===== src/sv/somx_pkg.sv =====
// Shared types, constants and helpers for the servo output priority mixer.
// Used by somx_lane, somx_duty and servo_output_priority_mixer_unit.
// Depends on nothing else.
package somx_pkg;

  localparam int PULSE_W    = 16;
  localparam int VALUE_W    = 16;
  localparam int DUTY_W     = 15;
  localparam int MAX_CH     = 6;
  localparam int COUNT_W    = 3;
  localparam int KIND_W     = 2;
  localparam int OP_W       = 2;
  localparam int LEVEL_W    = 4;
  localparam int REM_W      = 13;
  localparam int MID_W      = 15;
  localparam int MASK_W     = 6;
  localparam int CFG_IDX_W  = 3;
  localparam int CFG_DATA_W = 16;

  localparam int S_TDATA_W  = 112;
  localparam int M_TDATA_W  = 96;

  localparam int COUNT_LSB  = MAX_CH * VALUE_W;
  localparam int KIND_LSB   = COUNT_LSB + COUNT_W;
  localparam int ESTOP_BIT  = KIND_LSB + KIND_W;
  localparam int GEST_BIT   = ESTOP_BIT + 1;
  localparam int MASK_LSB   = GEST_BIT + 1;

  localparam int EXP_BIT    = MAX_CH * DUTY_W;
  localparam int TMR_BIT    = EXP_BIT + 1;

  localparam logic [PULSE_W-1:0] BASE_US        = 16'd1500;
  localparam logic [PULSE_W-1:0] LEVEL_STEP_US  = 16'd50;
  localparam logic [REM_W-1:0]   STROKE_UNIT_MS = 13'd500;
  localparam logic [LEVEL_W-1:0] LEVEL_MIN      = 4'd1;
  localparam logic [LEVEL_W-1:0] LEVEL_MAX      = 4'd10;

  localparam logic [LEVEL_W-1:0]    RST_FORCE  = 4'd10;
  localparam logic [LEVEL_W-1:0]    RST_STROKE = 4'd8;
  localparam logic [VALUE_W-1:0]    RST_THRESH = 16'd650;
  localparam logic [MID_W-1:0]      RST_MID    = 15'd1500;
  localparam logic [MID_W-1:0]      RST_AUX_HI = 15'd1800;
  localparam logic [MID_W-1:0]      RST_AUX_LO = 15'd1350;

  localparam logic [KIND_W-1:0] KIND_TIMED = 2'd1;
  localparam logic [KIND_W-1:0] KIND_REST  = 2'd2;

  typedef enum logic [OP_W-1:0] {
    OP_FRAME = 2'd0,
    OP_POSE  = 2'd1,
    OP_TICK  = 2'd2,
    OP_CTRL  = 2'd3
  } op_t;

  typedef enum logic [CFG_IDX_W-1:0] {
    CFG_FORCE  = 3'd0,
    CFG_STROKE = 3'd1,
    CFG_THRESH = 3'd2,
    CFG_MID    = 3'd3,
    CFG_AUX_HI = 3'd4,
    CFG_AUX_LO = 3'd5
  } cfg_idx_t;

  typedef struct packed {
    logic s1;
    logic s2;
    logic s3;
    logic s4;
  } pipe_en_t;

  typedef struct packed {
    op_t  op;
    logic stop;
    logic gest;
    logic gest_enter;
    logic expire;
    logic frame_full;
    logic frame_any;
    logic sense_hi;
  } lane_ctl_t;

  typedef struct packed {
    logic [PULSE_W-1:0] mid;
    logic [PULSE_W-1:0] hi;
    logic [PULSE_W-1:0] lo;
    logic [PULSE_W-1:0] aux_hi;
    logic [PULSE_W-1:0] aux_lo;
    logic [VALUE_W-1:0] thresh;
  } lane_lvl_t;

  function automatic logic [LEVEL_W-1:0] clamp_level(input logic [LEVEL_W-1:0] v);
    logic [LEVEL_W-1:0] r;
    r = v;
    if (v < LEVEL_MIN) r = LEVEL_MIN;
    if (v > LEVEL_MAX) r = LEVEL_MAX;
    return r;
  endfunction

endpackage


===== src/sv/somx_lane.sv =====
// One channel lane of the servo output mixer: next pulse and pose for a word.
// Depends on somx_pkg for the lane control and level structs.
module somx_lane (
  input  somx_pkg::lane_ctl_t           ctl,
  input  somx_pkg::lane_lvl_t           lvl,
  input  logic                          is_direct,
  input  logic                          take,
  input  logic                          ovr,
  input  logic [somx_pkg::VALUE_W-1:0]  val,
  input  logic [somx_pkg::PULSE_W-1:0]  last,
  input  logic [somx_pkg::PULSE_W-1:0]  pose,
  output logic [somx_pkg::PULSE_W-1:0]  last_next,
  output logic [somx_pkg::PULSE_W-1:0]  pose_next,
  output logic                          changed,
  output logic                          exp_changed
);
  import somx_pkg::*;

  logic [PULSE_W-1:0] pose_upd;
  logic [PULSE_W-1:0] exp_pose;

  always_comb begin
    pose_upd    = take ? val : pose;
    changed     = take && (pose != val);
    exp_pose    = is_direct ? lvl.mid : pose;
    exp_changed = is_direct && (pose != lvl.mid);
    last_next   = last;
    pose_next   = pose;
    case (ctl.op)
      OP_FRAME: begin
        if (ctl.stop) begin
          last_next = lvl.mid;
        end else if (ctl.gest) begin
          last_next = pose;
        end else if (ovr) begin
          last_next = lvl.mid;
        end else if (is_direct) begin
          if (ctl.frame_full) begin
            if ($signed(val) < $signed(lvl.thresh)) begin
              last_next = lvl.hi;
            end else if ($signed(val) > $signed(lvl.thresh)) begin
              last_next = lvl.lo;
            end else begin
              last_next = lvl.mid;
            end
          end
        end else if (ctl.frame_any) begin
          last_next = ctl.sense_hi ? lvl.aux_hi : lvl.aux_lo;
        end
      end
      OP_POSE: begin
        pose_next = pose_upd;
        last_next = ctl.stop ? lvl.mid : pose_upd;
      end
      OP_TICK: begin
        if (ctl.expire) begin
          pose_next = exp_pose;
          last_next = exp_pose;
        end
      end
      OP_CTRL: begin
        if (ctl.gest_enter) pose_next = last;
      end
      default: begin
        last_next = last;
      end
    endcase
  end

endmodule


===== src/sv/somx_duty.sv =====
// Pipelined pulse-to-duty conversion for one channel, four register stages.
// Divides by the period through a reciprocal multiply and one correction.
// Depends on somx_pkg for widths and the stage enable struct.
module somx_duty #(
  parameter int DUTY_BITS = 14,
  parameter int PERIOD_US = 20000
) (
  input  logic                          clk,
  input  somx_pkg::pipe_en_t            en,
  input  logic [somx_pkg::PULSE_W-1:0]  pulse,
  output logic [somx_pkg::DUTY_W-1:0]   duty
);
  import somx_pkg::*;

  localparam int QW = DUTY_BITS + 1;
  localparam int KW = DUTY_BITS + PULSE_W + 1 - $clog2(PERIOD_US);
  localparam logic [63:0] K_FULL = (64'd1 << (DUTY_BITS + PULSE_W)) / 64'(PERIOD_US);
  localparam logic [KW-1:0] RECIP = KW'(K_FULL);
  localparam logic [PULSE_W-1:0] PERIOD = PULSE_W'(PERIOD_US);

  logic [PULSE_W-1:0]           s1_pulse;
  logic [PULSE_W-1:0]           u_clamp;
  logic [PULSE_W+KW-1:0]        prod;
  logic [PULSE_W-1:0]           s2_u;
  logic [QW-1:0]                s2_q;
  logic [PULSE_W-1:0]           s3_u;
  logic [QW-1:0]                s3_q;
  logic [QW+PULSE_W-1:0]        s3_lim;
  logic [QW+PULSE_W-1:0]        num;
  logic [QW-1:0]                q_fix;

  always_comb begin
    u_clamp = (s1_pulse > PERIOD) ? PERIOD : s1_pulse;
    prod    = (PULSE_W+KW)'(u_clamp) * (PULSE_W+KW)'(RECIP);
    num     = (QW+PULSE_W)'({s3_u, {DUTY_BITS{1'b0}}});
    q_fix   = (num >= s3_lim) ? (s3_q + QW'(1)) : s3_q;
  end

  always_ff @(posedge clk) begin
    if (en.s1) s1_pulse <= pulse;
    if (en.s2) begin
      s2_u <= u_clamp;
      s2_q <= prod[PULSE_W +: QW];
    end
    if (en.s3) begin
      s3_u   <= s2_u;
      s3_q   <= s2_q;
      s3_lim <= (QW+PULSE_W)'(s2_q + QW'(1)) * (QW+PULSE_W)'(PERIOD);
    end
    if (en.s4) duty <= DUTY_W'(q_fix);
  end

endmodule


===== src/sv/servo_output_priority_mixer_unit.sv =====
// Top level of the servo output priority mixer: state, timer, lanes, merge.
// Depends on somx_pkg, somx_lane and somx_duty.
//
// Usage: each input word on the s_axis channel is one operation, chosen by
// s_axis_tuser: a sensor frame, a gesture pose, a millisecond tick or a
// control write. Every accepted word yields exactly one result word on the
// m_axis channel holding the duty of every channel plus the expiry and timer
// flags. Channel state is updated in the cycle the word is accepted, one
// lane per channel evaluating the priority chain side by side.
// The result is valid once the word has passed the four-stage duty pipeline
// that each channel carries (input register, reciprocal multiply, limit
// product, correction), whose first stage loads on acceptance. One word is
// accepted per cycle while the pipeline is not stalled by the receiver.
// The configuration registers are written through cfg_we, cfg_index and
// cfg_data and take effect on the next accepted word.
// Reset restores all channels to a 1500 us pulse, clears the pose, timer and
// flags, loads the register defaults and empties the pipeline.
// When the receiver stalls, results stay in the pipeline registers and the
// input keeps accepting words until all stages hold a result.
module servo_output_priority_mixer_unit #(
  parameter int CHANNELS        = 6,
  parameter int DIRECT_CHANNELS = 5,
  parameter int DUTY_BITS       = 14,
  parameter int PERIOD_US       = 20000
) (
  input  logic                              clk,
  input  logic                              rst,
  input  logic                              s_axis_tvalid,
  output logic                              s_axis_tready,
  // value_0..value_5, count, gesture_kind, estop_on, gesture_on, override_mask
  input  logic [somx_pkg::S_TDATA_W-1:0]    s_axis_tdata,
  // op
  input  logic [somx_pkg::OP_W-1:0]         s_axis_tuser,
  output logic                              m_axis_tvalid,
  input  logic                              m_axis_tready,
  // duty_0..duty_5, expired, timer_running
  output logic [somx_pkg::M_TDATA_W-1:0]    m_axis_tdata,
  input  logic                              cfg_we,
  input  logic [somx_pkg::CFG_IDX_W-1:0]    cfg_index,
  input  logic [somx_pkg::CFG_DATA_W-1:0]   cfg_data
);
  import somx_pkg::*;

  logic [LEVEL_W-1:0] force_level;
  logic [LEVEL_W-1:0] stroke_level;
  logic [VALUE_W-1:0] center_threshold;
  logic [MID_W-1:0]   mid_pulse_us;
  logic [MID_W-1:0]   aux_high_us;
  logic [MID_W-1:0]   aux_low_us;

  logic [PULSE_W-1:0] last_pulse [CHANNELS];
  logic [PULSE_W-1:0] pose_pulse [CHANNELS];
  logic [PULSE_W-1:0] last_nx    [CHANNELS];
  logic [PULSE_W-1:0] pose_nx    [CHANNELS];
  logic [PULSE_W-1:0] duty_in    [CHANNELS];
  logic [DUTY_W-1:0]  duty_out   [CHANNELS];
  logic [CHANNELS-1:0] chg;
  logic [CHANNELS-1:0] exp_chg;

  logic               timer_active;
  logic [REM_W-1:0]   remaining_ms;
  logic               stop_flag;
  logic               gesture_flag;
  logic [MASK_W-1:0]  override_bits;

  logic               timer_next;
  logic [REM_W-1:0]   remaining_next;

  logic [VALUE_W-1:0] vals [MAX_CH];
  op_t                op_in;
  logic [COUNT_W-1:0] count_in;
  logic [KIND_W-1:0]  kind_in;
  logic               estop_in;
  logic               gest_in;
  logic [MASK_W-1:0]  mask_in;

  lane_ctl_t          ctl;
  lane_lvl_t          lvl;
  logic [REM_W-1:0]   stroke_ms;
  logic [REM_W-1:0]   rem_dec;
  logic               accept;
  logic               restart;

  logic               v1, v2, v3, v4;
  logic               ready1, ready2, ready3, ready4;
  pipe_en_t           en;
  logic [1:0]         f1, f2, f3, f4;

  always_comb begin
    for (int k = 0; k < MAX_CH; k++) vals[k] = s_axis_tdata[k*VALUE_W +: VALUE_W];
    op_in    = op_t'(s_axis_tuser);
    count_in = s_axis_tdata[COUNT_LSB +: COUNT_W];
    kind_in  = s_axis_tdata[KIND_LSB +: KIND_W];
    estop_in = s_axis_tdata[ESTOP_BIT];
    gest_in  = s_axis_tdata[GEST_BIT];
    mask_in  = s_axis_tdata[MASK_LSB +: MASK_W];
  end

  // Pipeline handshake: a stage loads when it is empty or the next one moves.
  always_comb begin
    ready4 = !v4 || m_axis_tready;
    ready3 = !v3 || ready4;
    ready2 = !v2 || ready3;
    ready1 = !v1 || ready2;
    en     = '{s1: ready1, s2: ready2, s3: ready3, s4: ready4};
    s_axis_tready = ready1;
    accept = s_axis_tvalid && ready1;
  end

  always_comb begin
    stroke_ms  = (REM_W'(stroke_level) + REM_W'(1)) * STROKE_UNIT_MS;
    rem_dec    = (remaining_ms != '0) ? (remaining_ms - REM_W'(1)) : remaining_ms;
    lvl.mid    = PULSE_W'(mid_pulse_us);
    lvl.hi     = BASE_US + PULSE_W'(force_level) * LEVEL_STEP_US;
    lvl.lo     = BASE_US - PULSE_W'(force_level) * LEVEL_STEP_US;
    lvl.aux_hi = PULSE_W'(aux_high_us);
    lvl.aux_lo = PULSE_W'(aux_low_us);
    lvl.thresh = center_threshold;
    ctl.op         = op_in;
    ctl.stop       = stop_flag;
    ctl.gest       = gesture_flag;
    ctl.gest_enter = gest_in && !gesture_flag;
    ctl.expire     = (op_in == OP_TICK) && timer_active && !stop_flag && gesture_flag
                     && (rem_dec == '0);
    ctl.frame_full = count_in >= COUNT_W'(DIRECT_CHANNELS);
    ctl.frame_any  = count_in != '0;
    ctl.sense_hi   = $signed(vals[0]) > $signed(center_threshold);
  end

  for (genvar i = 0; i < CHANNELS; i++) begin : g_lane
    somx_lane u_lane (
      .ctl         (ctl),
      .lvl         (lvl),
      .is_direct   (i < DIRECT_CHANNELS),
      .take        (count_in > COUNT_W'(i)),
      .ovr         (override_bits[i]),
      .val         (vals[i]),
      .last        (last_pulse[i]),
      .pose        (pose_pulse[i]),
      .last_next   (last_nx[i]),
      .pose_next   (pose_nx[i]),
      .changed     (chg[i]),
      .exp_changed (exp_chg[i])
    );

    assign duty_in[i] = accept ? last_nx[i] : last_pulse[i];

    somx_duty #(
      .DUTY_BITS (DUTY_BITS),
      .PERIOD_US (PERIOD_US)
    ) u_duty (
      .clk   (clk),
      .en    (en),
      .pulse (duty_in[i]),
      .duty  (duty_out[i])
    );
  end

  always_comb begin
    restart        = (|chg) && gesture_flag && !stop_flag;
    timer_next     = timer_active;
    remaining_next = remaining_ms;
    case (op_in)
      OP_POSE: begin
        if ((kind_in == KIND_TIMED) || restart) remaining_next = stroke_ms;
        timer_next = (kind_in == KIND_TIMED) || ((kind_in != KIND_REST) && restart);
      end
      OP_TICK: begin
        if (timer_active) begin
          if (stop_flag || !gesture_flag) begin
            timer_next = 1'b0;
          end else if (ctl.expire) begin
            remaining_next = (|exp_chg) ? stroke_ms : '0;
            timer_next     = 1'b0;
          end else begin
            remaining_next = rem_dec;
          end
        end
      end
      default: begin
        timer_next = timer_active;
      end
    endcase
  end

  always_ff @(posedge clk) begin
    if (rst) begin
      for (int k = 0; k < CHANNELS; k++) begin
        last_pulse[k] <= BASE_US;
        pose_pulse[k] <= '0;
      end
      timer_active  <= 1'b0;
      remaining_ms  <= '0;
      stop_flag     <= 1'b0;
      gesture_flag  <= 1'b0;
      override_bits <= '0;
    end else if (accept) begin
      for (int k = 0; k < CHANNELS; k++) begin
        last_pulse[k] <= last_nx[k];
        pose_pulse[k] <= pose_nx[k];
      end
      timer_active <= timer_next;
      remaining_ms <= remaining_next;
      if (op_in == OP_CTRL) begin
        stop_flag     <= estop_in;
        gesture_flag  <= gest_in;
        override_bits <= mask_in;
      end
    end
  end

  always_ff @(posedge clk) begin
    if (rst) begin
      force_level      <= RST_FORCE;
      stroke_level     <= RST_STROKE;
      center_threshold <= RST_THRESH;
      mid_pulse_us     <= RST_MID;
      aux_high_us      <= RST_AUX_HI;
      aux_low_us       <= RST_AUX_LO;
    end else if (cfg_we) begin
      case (cfg_idx_t'(cfg_index))
        CFG_FORCE:  force_level      <= clamp_level(cfg_data[LEVEL_W-1:0]);
        CFG_STROKE: stroke_level     <= clamp_level(cfg_data[LEVEL_W-1:0]);
        CFG_THRESH: center_threshold <= cfg_data[VALUE_W-1:0];
        CFG_MID:    mid_pulse_us     <= cfg_data[MID_W-1:0];
        CFG_AUX_HI: aux_high_us      <= cfg_data[MID_W-1:0];
        CFG_AUX_LO: aux_low_us       <= cfg_data[MID_W-1:0];
        default:    force_level      <= force_level;
      endcase
    end
  end

  always_ff @(posedge clk) begin
    if (rst) begin
      v1 <= 1'b0;
      v2 <= 1'b0;
      v3 <= 1'b0;
      v4 <= 1'b0;
    end else begin
      if (ready1) v1 <= s_axis_tvalid;
      if (ready2) v2 <= v1;
      if (ready3) v3 <= v2;
      if (ready4) v4 <= v3;
    end
  end

  always_ff @(posedge clk) begin
    if (ready1) f1 <= accept ? {timer_next, ctl.expire} : {timer_active, 1'b0};
    if (ready2) f2 <= f1;
    if (ready3) f3 <= f2;
    if (ready4) f4 <= f3;
  end

  // Merge the lane results into the outgoing word.
  always_comb begin
    m_axis_tdata = '0;
    for (int k = 0; k < CHANNELS; k++) m_axis_tdata[k*DUTY_W +: DUTY_W] = duty_out[k];
    m_axis_tdata[EXP_BIT] = f4[0];
    m_axis_tdata[TMR_BIT] = f4[1];
    m_axis_tvalid = v4;
  end

  ap_timer_count: assert property (@(posedge clk) disable iff (rst)
    timer_active |-> (remaining_ms != '0))
    else $error("timer running with zero remaining time");

  ap_flags_excl: assert property (@(posedge clk) disable iff (rst)
    m_axis_tvalid |-> !(m_axis_tdata[EXP_BIT] && m_axis_tdata[TMR_BIT]))
    else $error("expired word reports a running timer");

  ap_stop_set: assert property (@(posedge clk) disable iff (rst)
    (accept && (op_in == OP_CTRL) && estop_in) |=> stop_flag)
    else $error("stop control word did not set the stop flag");

endmodule

===== config.mk =====
export PLATFORM = sky130hd
export DESIGN_NAME = servo_output_priority_mixer_unit
export DESIGN_NICKNAME = d
export VERILOG_FILES = /design/src/sv/somx_pkg.sv /design/src/sv/somx_lane.sv /design/src/sv/somx_duty.sv /design/src/sv/servo_output_priority_mixer_unit.sv
export SDC_FILE = /design/constraint.sdc
export NUM_CORES = 2
export LEC_CHECK = 0
export BUFFER_PORTS_ARGS = -buffer_cell sky130_fd_sc_hd__buf_4
export CORE_MARGIN = 2
export CORE_UTILIZATION = 44
export DETAILED_ROUTE_END_ITERATION = 7
export SYNTH_ARGS = -nofsm -noshare
export SYNTH_HDL_FRONTEND = slang
export SYNTH_SLANG_ARGS = --single-unit

===== constraint.sdc =====
create_clock -name clk -period 14.7 [get_ports clk]
set_input_delay 2.205 -clock clk [delete_from_list [all_inputs] [get_ports clk]]
set_output_delay 2.205 -clock clk [all_outputs]
set_load 0.01 [all_outputs]

Word-level counts from Yosys, hierarchy flattened
Memories as Yosys holds them, arrays and structs flattened. Index checks and enable logic that the tools add are counted.

Memory bits (writable): 192. Memory bits (read-only): 0. Register bits after elaboration: 817. Memories kept: 2. Latch bits: 0. Output and inout port bits: 98.

Bitwise logic cells: 12. Eq/ne operators: 24. Reduce and logical (&&, ||, !) cells: 44. Divide/modulo/power cells: 0. Order comparisons: 31. Shift-type cells: 0. $mul: 14. Mux-type cells: 125. Add/subtract/negate cells: 16.

Memory list: last_pulse (depth 6, bits a word 16, rd ports 6, clocked after memory_dff 0, write ports 6, line servo_output_priority_mixer_unit.sv:51) `logic [PULSE_W-1:0] last_pulse [CHANNELS];`; pose_pulse (depth 6, bits a word 16, rd ports 6, clocked after memory_dff 0, write ports 6, line servo_output_priority_mixer_unit.sv:52) `logic [PULSE_W-1:0] pose_pulse [CHANNELS];`.

Operators with widths (count): $mux 16 (87); $pmux 16 s3 (11); $ge 30x31->1 (6); $mul 16x16->31 const B (6); $mul 31x10->26 const B (6); $mux 15 (7); $add 15x1->16 const B (6); $gt 16x15->1 const B (6); $ne 16x16->1 (6); $add 15x1->15 const B (6); $gt 16x16->1 (5); $lt 16x16->1 (5); $ne 16x15->1 (5); $mux 13 (6); $pmux 16 s2 (1); $pmux 13 s2 (1); $logic_and 1x1->1 (15); $reduce_and 2->1 (7); $logic_not 13->1 (1); $reduce_bool 13->1 (1); $sub 13x1->13 const B (1); $add 11x10->12 const A (1); $or 1x1->1 (12); $sub 11x10->12 const A (1); 28 further kinds (57).

Depth between registers and ports, before layout
Depth in word-level cells: 10. Mapped depth: 33.

Hierarchy
From an unflattened synthesis, not the netlist that was laid out.

Cell total of the unflattened synthesis: 11827. Area, all modules: 112569.2 um^2.

By module, submodules not included: somx_duty at g_lane[0].u_duty ... (seq. area each 3573.4 um^2, times used 3, area each 12079.1 um^2, cells an instance 1150); somx_lane at g_lane[0].u_lane ... (seq. area each 0.0 um^2, times used 5, area each 4230.3 um^2, cells an instance 611); servo_output_priority_mixer_unit (seq. area each 7907.6 um^2, times used 1, area each 14446.4 um^2, cells an instance 1280); somx_duty at g_lane[3].u_duty (seq. area each 3573.4 um^2, times used 1, area each 12346.8 um^2, cells an instance 1185); somx_duty at g_lane[4].u_duty (seq. area each 3573.4 um^2, times used 1, area each 12087.8 um^2, cells an instance 1141); somx_duty at g_lane[5].u_duty (seq. area each 3573.4 um^2, times used 1, area each 11931.4 um^2, cells an instance 1080); somx_lane at g_lane[5].u_lane (seq. area each 0.0 um^2, times used 1, area each 4367.9 um^2, cells an instance 636).

Worst setup path after synthesis
Ideal clock, no wire load.

Kind: input to register. Start: in m_axis_tready. End: reg f3[0], enable pin. Library setup time: 2.542 ns. Data required time: 12.158 ns. Setup slack: 4.130 ns. Buffers on the path: 0. Data arrival time: 8.028 ns. Cell stages on the path: 2. Cell sequence: nor2b_1 > nand2_1.

Cells in the longest elaborated chain, start to end: 2.

Ends and longest elaborated chain: start, declared (line servo_output_priority_mixer_unit.sv:35) `input logic m_axis_tready,`; $logic_or 1x1->1 (line servo_output_priority_mixer_unit.sv:101) `ready4 = !v4 || m_axis_tready;`; $logic_or 1x1->1 (line servo_output_priority_mixer_unit.sv:102) `ready3 = !v3 || ready4;`; via ready3 (line servo_output_priority_mixer_unit.sv:85) `logic ready1, ready2, ready3, ready4;`; end signal, assigned (line servo_output_priority_mixer_unit.sv:250) `if (ready3) f3 <= f2;`; end, declared (line servo_output_priority_mixer_unit.sv:87) `logic [1:0] f1, f2, f3, f4;`.

The timed path passes the listed nets, and every way through them passes these cells. A chain may end at the register's enable or synchronous reset.

Worst setup path in the final report
Start: reg g_lane[4].u_duty.s1_pulse[3]. End: reg g_lane[4].u_duty.s2_q[14], data pin.

Cells in the longest elaborated chain, start to end: 3.

Ends and longest elaborated chain: start, declared (line somx_duty.sv:21) `logic [PULSE_W-1:0] s1_pulse;`; start signal, assigned (line somx_duty.sv:40) `if (en.s1) s1_pulse <= pulse;`; $gt 16x15->1 (line somx_duty.sv:33) `u_clamp = (s1_pulse > PERIOD) ? PERIOD : s1_pulse;`; $mux 16 (line somx_duty.sv:33); via g_lane[4].u_duty.u_clamp[5] (line somx_duty.sv:22) `logic [PULSE_W-1:0] u_clamp;`; $mul 16x16->31 (line somx_duty.sv:34) `prod = (PULSE_W+KW)'(u_clamp) * (PULSE_W+KW)'(RECIP);`; via g_lane[4].u_duty.prod[30] (line somx_duty.sv:23) `logic [PULSE_W+KW-1:0] prod;`; end signal, assigned (line somx_duty.sv:43) `s2_q <= prod[PULSE_W +: QW];`; end, declared (line somx_duty.sv:25) `logic [QW-1:0] s2_q;`.

The timed path passes the listed nets, and every way through them passes these cells.

==> impl.org <==
** Timing
- Worst-case setup margin in the final layout :: 4.79 ns
- The worst path in the final design needs a cycle of 9.91 ns, including I/O delays and setup.
- Adding up every negative setup slack in the final design gives 0 ns.
- Hold is met by 0.407 ns.
- Timing would allow up to 101 MHz.
- Setup repair after global routing left no endpoint under its margin.
- Final Cycle Share :: 67.4%
- The final hold violation count came to 0.
- The count of final max-slew check failures is 0.
- Count of endpoints failing setup in the final report :: 0
- For the pin with the worst max-slew slack, the measured transition is 1.40 ns.
- Largest clock skew in the final design :: 0.0664 ns
- Headroom to the max-slew limit came out at 6.13%.

** Critical path
- Reg2Reg Setup Slack :: 4.79 ns
- Crit path launch :: g_lane[4].u_duty.s1_pulse[3]
- In this run the critical register-to-register path is launched from g_lane[4].u_duty.s1_pulse[3].
- Stage delay of the slowest cell on the critical path :: 0.88 ns
- For the worst setup path, the data required time is 15.22 ns.
- Category of the worst setup path launch point :: flop
- The worst setup path is captured at a flop.
- Cell family with the largest share of critical-path delay :: compound AO/OA/AOI/OAI gates
- Arrival time at the worst endpoint :: 10.43 ns
- The number of buffers and inverters on the critical path is 4.
- Critical register-to-register path endpoint :: g_lane[4].u_duty.s2_q[14]
- CP Max Fanout :: 19
- Number of cells traversed by the worst register-to-register path :: 29
- Highest-delay cell along the critical path :: sky130_fd_sc_hd__nor2b_1
- The worst setup path is of the reg -> reg kind.

** CTS
- Setup repair bufs after CTS :: 0
- The tree built by TritonCTS fans out to 1009 sinks.
- The later pin in the worst-skew pair is clocked with a latency of 0.82 ns.
- Largest buffer count on any clock path :: 3
- Num CTS Buffers :: 118
- TritonCTS built the clock tree.
- Resized Gates After CTS :: 0
- Clock-pin slew was measured on the worst setup and hold paths at 0.07 ns.
- Hold repair after CTS inserted 0 buffers.
- The tree is rooted in a sky130_fd_sc_hd__clkbuf_16.
- The H-tree generated during clock tree synthesis spans 3 levels.

** GRT
- Initial antenna violation count :: 33
- In the global route stage, overall resource usage came out at 26.7%.
- Largest net degree at the start of global routing :: 83
- Total grt overflow :: 0
- Global-route wire length before repair :: 452000 um
- Via count of the first global-routing pass :: 73500

** Die
- The floorplan has 171 rows.
- Starting Density :: 44.3%
- Die area :: 222000 um2
- Width of the chip :: 472 um
- The die is 472 um tall.
- The total area inside the core boundary comes to 217000 um2.
- For this design the top-level I/O count stands at 236.

** Route
- The final layout contains routed wiring with a total length of 299000 um.
- Before antenna repair, the detailed router went through 8 iterations.
- In the routed layout, each cell is associated on average with a via count of 5.64.
- Average wire length per cell after detail routing :: 23.2 um
- Detailed routing inserted a total of 72500 vias.
- Post-DRT Antenna Nets :: 0
- After detailed routing, the number of remaining DRC violations is 0.
- DRC violation total after the first TritonRoute iteration :: 6634

** Placement
- Input and output buffers added on the ports amount to 228.
- HPWL Detailed :: 227000 um
- Timing analysis after detailed placement gives a worst setup slack of 4.92 ns.
- The congestion estimate from routability-driven global placement came to 1.00.

** Synth
- The cell count after synthesis came out at 9710.
- Counting flops with a built-in enable in the synthesized netlist gives 914.
- Share of synthesized flip-flops with an asynchronous set or reset :: 0%
- Yosys mapped the design onto 94 distinct sky130hd cell types.
- After synthesis, flip-flops and latches occupy 30.5% of the total area.
- Dominant synthesized flop cell :: sky130_fd_sc_hd__edfxtp_1
- Yosys printed 0 warnings.
- Number of flip-flops and latches in the synthesized netlist :: 1009
- Combined area of all synthesized cells :: 96200 um2
- A synthesized cell averages 9.90 um2.

** Hold path
- In this run the most critical hold path is launched from g_lane[1].u_duty.s2_u[7].
- The worst hold path terminates at g_lane[1].u_duty.s3_u[7].
- The worst hold path passes through 0 cells.
- In this run the worst hold path is classified as reg -> reg.

** Layout
- The area growth from synthesis to layout is 9.32%.
- Leaving out fill and tap cells, the most frequent cell in the layout is sky130_fd_sc_hd__inv_1.
- End-of-flow core utilization :: 48.4%
- Total of fill cells in the finished design :: 20100
- Fraction of layout cells with a size suffix above 1 :: 7.05%
- Leading cell types in the layout, fill and taps excluded :: sky130_fd_sc_hd__inv_1, sky130_fd_sc_hd__ha_1, sky130_fd_sc_hd__edfxtp_1, sky130_fd_sc_hd__fa_1, sky130_fd_sc_hd__nor2_1
- Final net count :: 12000

** Job
- Max-Cap Viols :: 0

** Outcome
- Status :: completed
==> per-layer routing <==
layer | track usage, % | part of all wire [%]
met5 | 0 | 0.032
met2 | 41.7 | 44
met1 | 34.8 | 42
met3 | 5.94 | 8.5
met4 | 13.9 | 5.7
==> layout make-up <==
class | count | area [um2] | area share (%)
Sequential cell | 1009 | 29400 | 27.9
Clock buffer | 141 | 3130 | 2.98
Tap cell | 2854 | 3570 | 3.40
Clock inverter | 80 | 679 | 0.646
Inverter | 1678 | 6310 | 6.00
Timing Repair Buffer | 336 | 2520 | 2.40
Multi-Input combinational cell | 6724 | 59500 | 56.6
Antenna cell | 23 | 57.6 | 0.0547
==> stage by stage <==
step	area, um2	instances
after floorplan	96300	9742
after global placement	101000	12600
after detailed placement	101000	12600
after CTS	105000	12800
after global routing	105000	12800
final	105000	12800
==> flip-flops by register name, summed over array words and instances (netlist names), 15 cells and up <==
signal / count
g_lane.u_duty.s3_u: 96
center_threshold: 16
aux_high_us: 15
g_lane.u_duty.s2_q: 90
g_lane.u_duty.duty: 90
mid_pulse_us: 15
g_lane.u_duty.s3_lim: 156
pose_pulse: 96
g_lane.u_duty.s1_pulse: 96
g_lane.u_duty.s3_q: 90
g_lane.u_duty.s2_u: 96
last_pulse: 96
aux_low_us: 15
==> worst max path at each step <==
stage / to / slack (ns) / cells after the start
after floorplan: f3[0] / 4.13 / 2
after global placement: g_lane[4].u_duty.s2_q[14] / 5.03 / 29
after detailed placement: g_lane[4].u_duty.s2_q[14] / 4.92 / 29
after CTS: g_lane[4].u_duty.s2_q[14] / 4.87 / 29
after global routing: g_lane[4].u_duty.s2_q[14] / 4.14 / 29
final: g_lane[4].u_duty.s2_q[14] / 4.79 / 29
==> cell usage after synthesis (55+ instances only) <==
cell / n / area, um2
sky130_fd_sc_hd__nand2_1: 639 / 2400
sky130_fd_sc_hd__o21ai_0: 258 / 1290
sky130_fd_sc_hd__a211oi_1: 56 / 420
sky130_fd_sc_hd__and2_1: 63 / 394
sky130_fd_sc_hd__inv_1: 1674 / 6280
sky130_fd_sc_hd__ha_1: 1297 / 16200
sky130_fd_sc_hd__nor2b_1: 78 / 488
sky130_fd_sc_hd__dfxtp_1: 95 / 1900
sky130_fd_sc_hd__xnor2_1: 464 / 4060
sky130_fd_sc_hd__edfxtp_1: 914 / 27400
sky130_fd_sc_hd__nand2b_1: 66 / 413
sky130_fd_sc_hd__a21o_1: 146 / 1100
sky130_fd_sc_hd__nand3_1: 171 / 856
sky130_fd_sc_hd__a221oi_1: 82 / 718
sky130_fd_sc_hd__a21oi_1: 472 / 2360
sky130_fd_sc_hd__and3_1: 87 / 544
sky130_fd_sc_hd__nor2_1: 670 / 2510
sky130_fd_sc_hd__fa_1: 705 / 14100
sky130_fd_sc_hd__nor3_1: 136 / 681
sky130_fd_sc_hd__nand4_1: 103 / 644
sky130_fd_sc_hd__mux2i_1: 122 / 1220
sky130_fd_sc_hd__a31oi_1: 66 / 413
sky130_fd_sc_hd__o21a_1: 71 / 533
sky130_fd_sc_hd__xor2_1: 188 / 1650
sky130_fd_sc_hd__o221ai_1: 58 / 508
sky130_fd_sc_hd__o211ai_1: 55 / 413
sky130_fd_sc_hd__clkbuf_1: 282 / 1060
==> logic make-up after synthesis <==
group                    count (synthesis)  share of synthesized area, %
AND/OR/NAND/NOR                       2225                          10.8
multiplexers                           163                          1.75
buffers and inverters                 2009                          7.91
XOR/XNOR                               653                          5.95
other                                    2                       0.00781
AO/OA/AOI/OAI                         1644                          11.4
adder cells (fa/ha/maj)               2005                          31.6
flip-flops                            1009                          30.5
==> worst register-to-register path, delay by kind of cell (launching register included) <==
kind | cells | cell delay [ns]
flip-flops | 1 | 0.58
buffers and inverters | 4 | 0.23
AO/OA/AOI/OAI | 12 | 3.70
AND/OR/NAND/NOR | 4 | 1.98
adder cells (fa/ha/maj) | 7 | 2.59
XOR/XNOR | 2 | 0.53
Power is left out: the tool's default activity adds up to more than one toggle a clock period on the data nets, which glitch-free logic cannot reach.
